## config.mk

```make
export PLATFORM = sky130hd
export DESIGN_NAME = disk_service_time_model_core
export DESIGN_NICKNAME = d
export VERILOG_FILES = /design/src/sv/dstm_pkg.sv /design/src/sv/disk_service_time_model_core.sv /design/src/sv/dstm_div.sv /design/src/sv/dstm_ctrl.sv /design/src/sv/dstm_dp.sv
export SDC_FILE = /design/constraint.sdc
export NUM_CORES = 2
export LEC_CHECK = 0
export BUFFER_PORTS_ARGS = -buffer_cell sky130_fd_sc_hd__buf_2
export CORE_UTILIZATION = 54
export CTS_CLUSTER_SIZE = 16
export DETAILED_ROUTE_END_ITERATION = 12
export GPL_TIMING_DRIVEN = 0
export MAX_ROUTING_LAYER = met4
export PLACE_DENSITY_LB_ADDON = 0.3
export SLEW_MARGIN = 0
export SYNTH_ARGS = -nofsm -noshare
export SYNTH_HDL_FRONTEND = slang
export SYNTH_HIERARCHICAL = 1
export SYNTH_SLANG_ARGS = --single-unit
```

## constraint.sdc

```tcl
create_clock -name clk_i -period 8.05 [get_ports clk_i]
set_input_delay 0.805 -clock clk_i [delete_from_list [all_inputs] [get_ports clk_i]]
set_output_delay 0.805 -clock clk_i [all_outputs]
set_load 0.005 [all_outputs]
```

## src/sv/dstm_pkg.sv

```systemverilog
// Shared types, widths and constants of the disk service time model.
package dstm_pkg;

  localparam int TimeBitsDef = 48;

  localparam int AddrW    = 32;
  localparam int NowW     = 48;
  localparam int OutW     = 48;
  localparam int HpcW     = 8;
  localparam int SptW     = 12;
  localparam int TpsW     = 24;
  localparam int TickW    = 32;
  localparam int CfgDataW = 32;
  localparam int CfgIdxW  = 3;
  localparam int TrackW   = HpcW + SptW;
  localparam int MoveW    = SptW + 1;
  localparam int ProdW    = MoveW + TpsW;
  localparam int RawW     = ProdW + 1;

  localparam logic [HpcW-1:0]  HpcRst  = HpcW'(4);
  localparam logic [SptW-1:0]  SptRst  = SptW'(63);
  localparam logic [TpsW-1:0]  TpsRst  = TpsW'(1000);
  localparam logic [TickW-1:0] TickRst = '0;
  localparam logic [AddrW-1:0] ParkRst = '0;

  typedef enum logic [CfgIdxW-1:0] {
    CFG_HEADS      = 3'd0,
    CFG_SECTORS    = 3'd1,
    CFG_TICKS      = 3'd2,
    CFG_RD_SEEK    = 3'd3,
    CFG_WR_SEEK    = 3'd4,
    CFG_RD_OVH     = 3'd5,
    CFG_WR_OVH     = 3'd6,
    CFG_PARK       = 3'd7
  } cfg_idx_e;

  typedef enum logic [1:0] {
    DIV_CYL,
    DIV_DST,
    DIV_TQ,
    DIV_CUR
  } div_op_e;

  typedef enum logic [3:0] {
    ST_IDLE,
    ST_CYL_GO,
    ST_CYL_WAIT,
    ST_DST_GO,
    ST_DST_WAIT,
    ST_TQ_GO,
    ST_TQ_WAIT,
    ST_CUR_GO,
    ST_CUR_WAIT,
    ST_MOVE,
    ST_MUL,
    ST_SUM,
    ST_DONE
  } state_e;

  typedef struct packed {
    logic    capture;
    logic    div_start;
    logic    div_take;
    div_op_e div_op;
    logic    move_en;
    logic    mul_en;
    logic    sum_en;
    logic    finish;
  } ctrl_cmd_t;

  typedef struct packed {
    logic div_done;
    logic out_free;
  } ctrl_sts_t;

endpackage

```

## src/sv/disk_service_time_model_core.sv

```systemverilog
// Disk service time model: top level joining the sequencer and the datapath.
//
// Input channel: in_valid_i / in_stall_o carry one request item (block address,
// mode, current time). Output channel: out_valid_o / out_stall_i carry one
// result item (service ticks, completion delay) per request. An item moves at
// a clock edge where valid is high and stall is low.
// Configuration: cfg_we_i writes cfg_data_i into the register cfg_idx_i (a park
// write is ignored); write only while no request is in flight.
// Each request runs four divisions on a shared one-bit-per-cycle divider,
// then move, multiply, sum and finish steps, from accept to result.
// Throughput: one request at a time; the next is accepted only once the
// sequencer is back in idle after the previous result is loaded into the output register.
// Reset: registers return to defaults, the arm rests at cylinder zero and the
// disk is idle at time zero.
// Receiver stall: the result holds in the output register; a finished request
// waits in its last step until the register frees up.
module disk_service_time_model_core import dstm_pkg::*; #(
  parameter int TIME_BITS = TimeBitsDef
) (
  input  logic                clk_i,
  input  logic                rst_ni,
  input  logic                cfg_we_i,
  input  logic [CfgIdxW-1:0]  cfg_idx_i,
  input  logic [CfgDataW-1:0] cfg_data_i,
  input  logic                in_valid_i,
  output logic                in_stall_o,
  input  logic [AddrW-1:0]    block_address_i,
  input  logic                mode_i,
  input  logic [NowW-1:0]     now_ticks_i,
  output logic                out_valid_o,
  input  logic                out_stall_i,
  output logic [OutW-1:0]     service_ticks_o,
  output logic [OutW-1:0]     completion_delay_o
);

  ctrl_cmd_t cmd;
  ctrl_sts_t sts;

  dstm_ctrl u_ctrl (
    .clk_i     (clk_i),
    .rst_ni    (rst_ni),
    .in_valid_i(in_valid_i),
    .sts_i     (sts),
    .cmd_o     (cmd),
    .in_stall_o(in_stall_o)
  );

  dstm_dp #(
    .TIME_BITS(TIME_BITS)
  ) u_dp (
    .clk_i             (clk_i),
    .rst_ni            (rst_ni),
    .cfg_we_i          (cfg_we_i),
    .cfg_idx_i         (cfg_idx_i),
    .cfg_data_i        (cfg_data_i),
    .block_address_i   (block_address_i),
    .mode_i            (mode_i),
    .now_ticks_i       (now_ticks_i),
    .out_stall_i       (out_stall_i),
    .cmd_i             (cmd),
    .sts_o             (sts),
    .out_valid_o       (out_valid_o),
    .service_ticks_o   (service_ticks_o),
    .completion_delay_o(completion_delay_o)
  );

endmodule

```

## src/sv/dstm_div.sv

```systemverilog
// Radix-2 restoring divider, one quotient bit per cycle.
module dstm_div import dstm_pkg::*; #(
  parameter int DW = TimeBitsDef,
  parameter int VW = TpsW
) (
  input  logic          clk_i,
  input  logic          rst_ni,
  input  logic          start_i,
  input  logic [DW-1:0] dividend_i,
  input  logic [VW-1:0] divisor_i,
  output logic          done_o,
  output logic [DW-1:0] quot_o,
  output logic [VW-1:0] rem_o
);

  localparam int CntW = $clog2(DW + 1);

  logic            busy_q;
  logic            done_q;
  logic [CntW-1:0] cnt_q;
  logic [DW-1:0]   quo_q;
  logic [VW-1:0]   rem_q;
  logic [VW-1:0]   dvs_q;

  logic [VW:0]     shifted;
  logic [VW:0]     diff;
  logic            ge;
  logic [VW-1:0]   rem_d;

  always_comb begin
    shifted = {rem_q, quo_q[DW-1]};
    diff    = shifted - {1'b0, dvs_q};
    ge      = (shifted >= {1'b0, dvs_q});
    rem_d   = ge ? diff[VW-1:0] : shifted[VW-1:0];
  end

  always_ff @(posedge clk_i or negedge rst_ni) begin
    if (!rst_ni) begin
      busy_q <= 1'b0;
      done_q <= 1'b0;
      cnt_q  <= '0;
    end else if (start_i) begin
      busy_q <= 1'b1;
      done_q <= 1'b0;
      cnt_q  <= CntW'(DW);
    end else if (busy_q) begin
      cnt_q <= cnt_q - CntW'(1);
      if (cnt_q == CntW'(1)) begin
        busy_q <= 1'b0;
        done_q <= 1'b1;
      end
    end else begin
      done_q <= 1'b0;
    end
  end

  always_ff @(posedge clk_i) begin
    if (start_i) begin
      quo_q <= dividend_i;
      rem_q <= '0;
      dvs_q <= divisor_i;
    end else if (busy_q) begin
      quo_q <= {quo_q[DW-2:0], ge};
      rem_q <= rem_d;
    end
  end

  assign done_o = done_q;
  assign quot_o = quo_q;
  assign rem_o  = rem_q;

endmodule

```

## src/sv/dstm_ctrl.sv

```systemverilog
// Sequencer that steps one request through the divider, multiplier and sums.
module dstm_ctrl import dstm_pkg::*; (
  input  logic      clk_i,
  input  logic      rst_ni,
  input  logic      in_valid_i,
  input  ctrl_sts_t sts_i,
  output ctrl_cmd_t cmd_o,
  output logic      in_stall_o
);

  state_e state_q;
  state_e state_d;

  always_ff @(posedge clk_i or negedge rst_ni) begin
    if (!rst_ni) begin
      state_q <= ST_IDLE;
    end else begin
      state_q <= state_d;
    end
  end

  always_comb begin
    state_d = state_q;
    unique case (state_q)
      ST_IDLE:     if (in_valid_i) state_d = ST_CYL_GO;
      ST_CYL_GO:   state_d = ST_CYL_WAIT;
      ST_CYL_WAIT: if (sts_i.div_done) state_d = ST_DST_GO;
      ST_DST_GO:   state_d = ST_DST_WAIT;
      ST_DST_WAIT: if (sts_i.div_done) state_d = ST_TQ_GO;
      ST_TQ_GO:    state_d = ST_TQ_WAIT;
      ST_TQ_WAIT:  if (sts_i.div_done) state_d = ST_CUR_GO;
      ST_CUR_GO:   state_d = ST_CUR_WAIT;
      ST_CUR_WAIT: if (sts_i.div_done) state_d = ST_MOVE;
      ST_MOVE:     state_d = ST_MUL;
      ST_MUL:      state_d = ST_SUM;
      ST_SUM:      state_d = ST_DONE;
      ST_DONE:     if (sts_i.out_free) state_d = ST_IDLE;
      default:     state_d = ST_IDLE;
    endcase
  end

  always_comb begin
    cmd_o = '0;
    cmd_o.div_op = DIV_CYL;
    unique case (state_q)
      ST_IDLE:     cmd_o.capture = in_valid_i;
      ST_CYL_GO:   cmd_o.div_start = 1'b1;
      ST_CYL_WAIT: cmd_o.div_take = sts_i.div_done;
      ST_DST_GO: begin
        cmd_o.div_op    = DIV_DST;
        cmd_o.div_start = 1'b1;
      end
      ST_DST_WAIT: begin
        cmd_o.div_op   = DIV_DST;
        cmd_o.div_take = sts_i.div_done;
      end
      ST_TQ_GO: begin
        cmd_o.div_op    = DIV_TQ;
        cmd_o.div_start = 1'b1;
      end
      ST_TQ_WAIT: begin
        cmd_o.div_op   = DIV_TQ;
        cmd_o.div_take = sts_i.div_done;
      end
      ST_CUR_GO: begin
        cmd_o.div_op    = DIV_CUR;
        cmd_o.div_start = 1'b1;
      end
      ST_CUR_WAIT: begin
        cmd_o.div_op   = DIV_CUR;
        cmd_o.div_take = sts_i.div_done;
      end
      ST_MOVE:     cmd_o.move_en = 1'b1;
      ST_MUL:      cmd_o.mul_en = 1'b1;
      ST_SUM:      cmd_o.sum_en = 1'b1;
      ST_DONE:     cmd_o.finish = sts_i.out_free;
      default:     cmd_o = '0;
    endcase
  end

  assign in_stall_o = (state_q != ST_IDLE);

endmodule

```

## src/sv/dstm_dp.sv

```systemverilog
// Datapath: configuration registers, disk state, divider, multiplier and result register.
module dstm_dp import dstm_pkg::*; #(
  parameter int TIME_BITS = TimeBitsDef
) (
  input  logic                clk_i,
  input  logic                rst_ni,
  input  logic                cfg_we_i,
  input  logic [CfgIdxW-1:0]  cfg_idx_i,
  input  logic [CfgDataW-1:0] cfg_data_i,
  input  logic [AddrW-1:0]    block_address_i,
  input  logic                mode_i,
  input  logic [NowW-1:0]     now_ticks_i,
  input  logic                out_stall_i,
  input  ctrl_cmd_t           cmd_i,
  output ctrl_sts_t           sts_o,
  output logic                out_valid_o,
  output logic [OutW-1:0]     service_ticks_o,
  output logic [OutW-1:0]     completion_delay_o
);

  localparam logic [TIME_BITS-1:0] TMax = '1;
  localparam int NwW  = (TIME_BITS > NowW) ? TIME_BITS : NowW;
  localparam int SumW = (TIME_BITS > RawW) ? TIME_BITS : RawW;

  logic [HpcW-1:0]  hpc_q;
  logic [SptW-1:0]  spt_q;
  logic [TpsW-1:0]  tps_q;
  logic [TickW-1:0] rd_seek_q;
  logic [TickW-1:0] wr_seek_q;
  logic [TickW-1:0] rd_ovh_q;
  logic [TickW-1:0] wr_ovh_q;

  logic [HpcW-1:0]  hpc_eff;
  logic [SptW-1:0]  spt_eff;
  logic [TpsW-1:0]  tps_eff;

  logic [AddrW-1:0]     lba_q;
  logic                 mode_q;
  logic [TIME_BITS-1:0] now_q;
  logic [TrackW-1:0]    track_q;
  logic [AddrW-1:0]     cyl_q;
  logic [MoveW-1:0]     dest_q;
  logic [TIME_BITS-1:0] tq_q;
  logic [SptW-1:0]      cur_q;
  logic [MoveW-1:0]     move_q;
  logic [ProdW-1:0]     prod_q;
  logic [TIME_BITS-1:0] svc_q;
  logic [TIME_BITS-1:0] start_q;

  logic [AddrW-1:0]     arm_q;
  logic [TIME_BITS-1:0] busy_q;

  logic                 out_valid_q;
  logic [OutW-1:0]      service_q;
  logic [OutW-1:0]      delay_q;

  logic [NwW-1:0]       now_ext;
  logic [TIME_BITS-1:0] now_c;
  logic [TIME_BITS-1:0] div_dividend;
  logic [TpsW-1:0]      div_divisor;
  logic                 div_done;
  logic [TIME_BITS-1:0] div_quot;
  logic [TpsW-1:0]      div_rem;
  logic [MoveW-1:0]     cur_ext;
  logic [MoveW-1:0]     spt_ext;
  logic [MoveW-1:0]     move_d;
  logic [TickW-1:0]     seek_sel;
  logic [TickW-1:0]     ovh_sel;
  logic [RawW-1:0]      raw_sum;
  logic [SumW-1:0]      raw_ext;
  logic [TIME_BITS-1:0] svc_d;
  logic [TIME_BITS-1:0] start_d;
  logic [TIME_BITS:0]   done_sum;
  logic [TIME_BITS-1:0] done_c;
  logic [TIME_BITS-1:0] delay_c;
  logic                 out_free;

  always_ff @(posedge clk_i or negedge rst_ni) begin
    if (!rst_ni) begin
      hpc_q     <= HpcRst;
      spt_q     <= SptRst;
      tps_q     <= TpsRst;
      rd_seek_q <= TickRst;
      wr_seek_q <= TickRst;
      rd_ovh_q  <= TickRst;
      wr_ovh_q  <= TickRst;
    end else if (cfg_we_i) begin
      unique case (cfg_idx_e'(cfg_idx_i))
        CFG_HEADS:   hpc_q     <= cfg_data_i[HpcW-1:0];
        CFG_SECTORS: spt_q     <= cfg_data_i[SptW-1:0];
        CFG_TICKS:   tps_q     <= cfg_data_i[TpsW-1:0];
        CFG_RD_SEEK: rd_seek_q <= cfg_data_i[TickW-1:0];
        CFG_WR_SEEK: wr_seek_q <= cfg_data_i[TickW-1:0];
        CFG_RD_OVH:  rd_ovh_q  <= cfg_data_i[TickW-1:0];
        CFG_WR_OVH:  wr_ovh_q  <= cfg_data_i[TickW-1:0];
        // park position matters only at reset, which restores its default
        CFG_PARK:    ;
        default:     ;
      endcase
    end
  end

  always_comb begin
    hpc_eff = (hpc_q == '0) ? HpcW'(1) : hpc_q;
    spt_eff = (spt_q == '0) ? SptW'(1) : spt_q;
    tps_eff = (tps_q == '0) ? TpsW'(1) : tps_q;
    now_ext = NwW'(now_ticks_i);
    now_c   = (now_ext > NwW'(TMax)) ? TMax : TIME_BITS'(now_ext);
  end

  always_comb begin
    div_dividend = TIME_BITS'(lba_q);
    div_divisor  = TpsW'(track_q);
    unique case (cmd_i.div_op)
      DIV_CYL: begin
        div_dividend = TIME_BITS'(lba_q);
        div_divisor  = TpsW'(track_q);
      end
      DIV_DST: begin
        div_dividend = TIME_BITS'(lba_q);
        div_divisor  = TpsW'(spt_eff);
      end
      DIV_TQ: begin
        div_dividend = now_q;
        div_divisor  = tps_eff;
      end
      DIV_CUR: begin
        div_dividend = tq_q;
        div_divisor  = TpsW'(spt_eff);
      end
      default: ;
    endcase
  end

  dstm_div #(
    .DW(TIME_BITS),
    .VW(TpsW)
  ) u_div (
    .clk_i     (clk_i),
    .rst_ni    (rst_ni),
    .start_i   (cmd_i.div_start),
    .dividend_i(div_dividend),
    .divisor_i (div_divisor),
    .done_o    (div_done),
    .quot_o    (div_quot),
    .rem_o     (div_rem)
  );

  always_comb begin
    cur_ext = MoveW'(cur_q);
    spt_ext = MoveW'(spt_eff);
    if (cur_ext < dest_q) begin
      move_d = dest_q - cur_ext;
    end else if (cur_ext > dest_q) begin
      move_d = spt_ext - cur_ext + dest_q;
    end else begin
      move_d = '0;
    end
    seek_sel = mode_q ? rd_seek_q : wr_seek_q;
    ovh_sel  = mode_q ? rd_ovh_q : wr_ovh_q;
    raw_sum  = RawW'(ovh_sel) + RawW'(prod_q) + RawW'(tps_eff)
             + ((cyl_q != arm_q) ? RawW'(seek_sel) : RawW'(0));
    raw_ext  = SumW'(raw_sum);
    svc_d    = (raw_ext > SumW'(TMax)) ? TMax : TIME_BITS'(raw_ext);
    start_d  = (busy_q > now_q) ? busy_q : now_q;
    done_sum = {1'b0, start_q} + {1'b0, svc_q};
    done_c   = done_sum[TIME_BITS] ? TMax : done_sum[TIME_BITS-1:0];
    delay_c  = done_c - now_q;
  end

  always_ff @(posedge clk_i) begin
    if (cmd_i.capture) begin
      lba_q   <= block_address_i;
      mode_q  <= mode_i;
      now_q   <= now_c;
      track_q <= TrackW'(hpc_eff) * TrackW'(spt_eff);
    end
    if (cmd_i.div_take) begin
      unique case (cmd_i.div_op)
        DIV_CYL: cyl_q  <= div_quot[AddrW-1:0];
        DIV_DST: dest_q <= MoveW'(div_rem[SptW-1:0]) + MoveW'(1);
        DIV_TQ:  tq_q   <= div_quot;
        DIV_CUR: cur_q  <= div_rem[SptW-1:0];
        default: ;
      endcase
    end
    if (cmd_i.move_en) begin
      move_q <= move_d;
    end
    if (cmd_i.mul_en) begin
      prod_q <= ProdW'(move_q) * ProdW'(tps_eff);
    end
    if (cmd_i.sum_en) begin
      svc_q   <= svc_d;
      start_q <= start_d;
    end
    if (cmd_i.finish) begin
      service_q <= OutW'(svc_q);
      delay_q   <= OutW'(delay_c);
    end
  end

  always_ff @(posedge clk_i or negedge rst_ni) begin
    if (!rst_ni) begin
      arm_q       <= ParkRst;
      busy_q      <= '0;
      out_valid_q <= 1'b0;
    end else begin
      if (cmd_i.finish) begin
        arm_q       <= cyl_q;
        busy_q      <= done_c;
        out_valid_q <= 1'b1;
      end else if (!out_stall_i) begin
        out_valid_q <= 1'b0;
      end
    end
  end

  assign out_free = !out_valid_q || !out_stall_i;

  always_comb begin
    sts_o          = '0;
    sts_o.div_done = div_done;
    sts_o.out_free = out_free;
  end

  assign out_valid_o        = out_valid_q;
  assign service_ticks_o    = service_q;
  assign completion_delay_o = delay_q;

endmodule

```

==> results.txt <==
status: finished, final reports clean
measured slew at the worst slew-check pin: 1400 ps
Max Clock Skew: 76.4 ps
Psw: 13.7 mW
Initial Util: 54.9%
data arrival time of the worst path: 8200 ps
GPL Wtd Cong: 0.943
Clock Tree Buf Depth: 3
Tmin final: 7780 ps
Power Total: 30.0 mW
Yosys warnings: 6
Synth async-reset ratio: 33.6%
Vias: 39000
CP dominant cell by count: fa_1
Leakage: 27.0 nW
Slew HR: 6.73%
Filler cells: 8254
Worst-Skew Late Latency: 700 ps
crit-path cells: nor4_2 > nand4_1 > o21bai_2 > buf_2 > nand2_1 > fa_1 > inv_1 > fa_1 > fa_1 > fa_1 > inv_1 > fa_1 > inv_1 > ha_1 > a21oi_1 > o21ai_0 > a221o_1 > a31oi_2 > a31oi_1 > nand2b_1 > a21oi_1 > o21ai_1 > a221oi_1 > xnor2_1
Logic pwr share: 63.4%
crit share post-route: 96.7%
kind of critical path: reg -> reg
postcts setup bufs: 0
number of max-cap violations: 0
row count: 116
Synth Flop Type: edfxtp_1
Total GRT Usage: 30.4%
maximum vdd drop: 0.00163 V
Die Area: 104000 sq um
Seq cells post-synth: 789
Final Cell Area: 61100 sq um
Final Hold Viols: 0
drt via density: 5.77
clk slew on worst S/H paths: 60 ps
Post-synth EDFFs: 500
Setup WS post-layout: 269 ps
Int Pwr: 16.4 mW
DRC: 0
CP top delay family: adder cells
clock share of power: 13.6%
Critical Path RT: 8470 ps
post-route ant nets: 0
crit-path max FO: 10
CTS tree: built
initial antenna violation count: 3
WL/cell: 22.3 um
r2r worst-path depth: 24
Setup crit start kind: flop
area grow syn2layout: 10.7%
pwr dens: 491 nW/um^2
routed wire length: 151 mm
Port Buf Inserts: 158
first-pass iteration count of the detailed router: 5
Synth top area share: 27.2%
GRT overflow: 0
final slew viol count: 0
die width: 322 um
Core Box Area: 101000 sq um
Unique masters post-synth: 108
largest net degree at the start of global routing: 116
min-delay worst type: in -> async
share of cells above drive strength 1: 13.8%
final setup TNS: 0 ps
Max H-tree Level: 3
synthesized instance count: 5056
Hold WS: 21.8 ps
chip height: 322 um
post-synth design cell area: 55300 sq um
Yosys top cell by area: edfxtp_1
number of stages on the worst setup path: 24
endpoints failing setup: 0
Fmax: 129 MHz
CP bufs+invs: 4
crit path capture type: flop
clock sink count: 789
Sequential Power Share: 23.1%
first-pass GRT wire length: 231 mm
vias in the first global route: 39000
syn avg cell area: 10.9 sq um
IO Count: 219
slowest stage delay, CP: 550 ps
area post-placement: 58200 sq um
Worst path slowest cell: dfrtp_1
pre-CTS setup slack: 3.23 ps
DRT iter0 DRCs: 3287
register area share after synthesis: 40.1%
CTS Buf Count: 85
synth top area cells: edfxtp_1 27%, fa_1 14%, dfrtp_1 11%
Nets: 6173
root buffer cell: clkbuf_16
Sw Share: 45.5%
hpwl dp: 118 mm
-- routing by layer --
layer	routed length, um	vias to the layer above	global-route usage, %
met5	0	-	-
met4	7560	0	14.1
met3	10200	339	3.57
met2	70500	1570	48.0
met1	62700	19400	39.4
li1	-	17700	-
-- worst paths after layout --
path                                             from               to  slack, ps
worst max-delay path                   u_dp/tps_q[22]  u_dp/prod_q[35]        270
worst min-delay path                           rst_ni   u_dp/arm_q[13]         20
worst max register to register         u_dp/tps_q[22]  u_dp/prod_q[35]        270
worst min register to register  u_dp/u_div/quot_o[38]    u_dp/tq_q[38]        420
max in group asynchronous                      rst_ni    u_dp/spt_q[8]       6990
min in group clk_i                    now_ticks_i[14]   u_dp/now_q[14]        290
-- area by class of cell --
type	count	area (sq um)	area share (%)
flip-flops and latches	789	22100	36.2
clock inverters	40	549	0.898
diodes	3	7.51	0.0123
repair buffers	177	1160	1.89
multi-input cells	3387	29700	48.6
inverters	623	2340	3.82
clock buffers	120	2380	3.89
well taps	1357	1700	2.78
plain buffers	266	1130	1.85
-- registers in the layout (all words and copies together), names as in the netlist, 37 cells and up --
name	count
u_dp/busy_q	48
u_dp/completion_delay_o	48
u_dp/now_q	48
u_dp/start_q	48
u_dp/tq_q	48
u_dp/u_div/quot_o	48
u_dp/service_ticks_o	38
u_dp/svc_q	38
u_dp/prod_q	37
-- worst register-to-register path, cell delays in order, from the launching register on --
cell and delay, ps:
dfrtp_1 550, nor4_2 400, nand4_1 150, o21bai_2 280, buf_2 290, nand2_1 110
fa_1 470, inv_1 100, fa_1 440, fa_1 450, fa_1 510, inv_1 50
fa_1 560, inv_1 50, ha_1 390, a21oi_1 350, o21ai_0 290, a221o_1 420
a31oi_2 280, a31oi_1 270, nand2b_1 240, a21oi_1 160, o21ai_1 130, a221oi_1 400
xnor2_1 160
-- power by group through the flow --
stage               Sequential (mW)  Combinational [mW]  Clock (mW)
floorplan                      6.66                13.9           0
global placement               6.98                18.4           0
detailed placement             6.98                18.8           0
CTS                            6.91                18.9        4.13
global route                   7.00                21.1        4.29
finish                         6.93                19.0        4.08
-- through the flow --
step	utilization, %	instances
finish	60.7	6762
global placement	57.4	6580
floorplan	-	5065
global route	60.7	6761
CTS	60.7	6759
detailed placement	57.8	6599
-- logic make-up (layout without fill, tap and decap cells) --
family          count (synthesis)  count (layout)  share of synthesized area [%]
fa+ha+maj                     723             723                           21.5
other cells                     1              13                        0.00679
flops                         789             789                           40.1
simple gates                 1190            1190                           10.3
compound gates                778             778                           9.28
buf+inv                       889            1226                           6.28
mux                           452             452                           8.91
xor+xnor                      234             234                           3.71
-- timing repair --
action,CTS,global route
gates resized for setup,1,6
hold buffers,0,0
setup endpoints to repair,1,7
gates cloned,0,0
-- placed cells by master (no fill, tap or decap), types with 13 or more instances in the layout --
cell / count
nand2b_1: 30
xor2_1: 102
dfstp_2: 13
buf_1: 13
nand3_1: 48
nand4_1: 40
a21oi_1: 215
nor2_1: 251
nand2_1: 451
o21ai_0: 150
edfxtp_1: 500
buf_2: 172
clkbuf_1: 240
xnor2_1: 132
inv_1: 622
mux2_2: 315
dfxtp_1: 24
a31oi_1: 40
o211ai_1: 15
and2_1: 186
nor2b_1: 53
o21a_1: 38
a21o_1: 108
o31ai_1: 13
and3_1: 19
nor3_1: 24
nor4_1: 22
ha_1: 349
dfrtp_1: 252
a21boi_0: 13
buf_4: 15
clkbuf_16: 85
o21bai_1: 26
mux2i_1: 136
fa_1: 374
a211oi_1: 23
-- cell usage after synthesis, drive strengths merged (102+ instances only) --
master and n:
a21oi 218, a21o 111, xor2 102, ha 349, inv 623, clkbuf 218
fa 374, edfxtp 500, and2 188, mux2i 136, nand2 454, o21ai 162
mux2 316, dfrtp 252, nor2 255, xnor2 132
No activity file was read; power rests on OpenSTA's default activity.
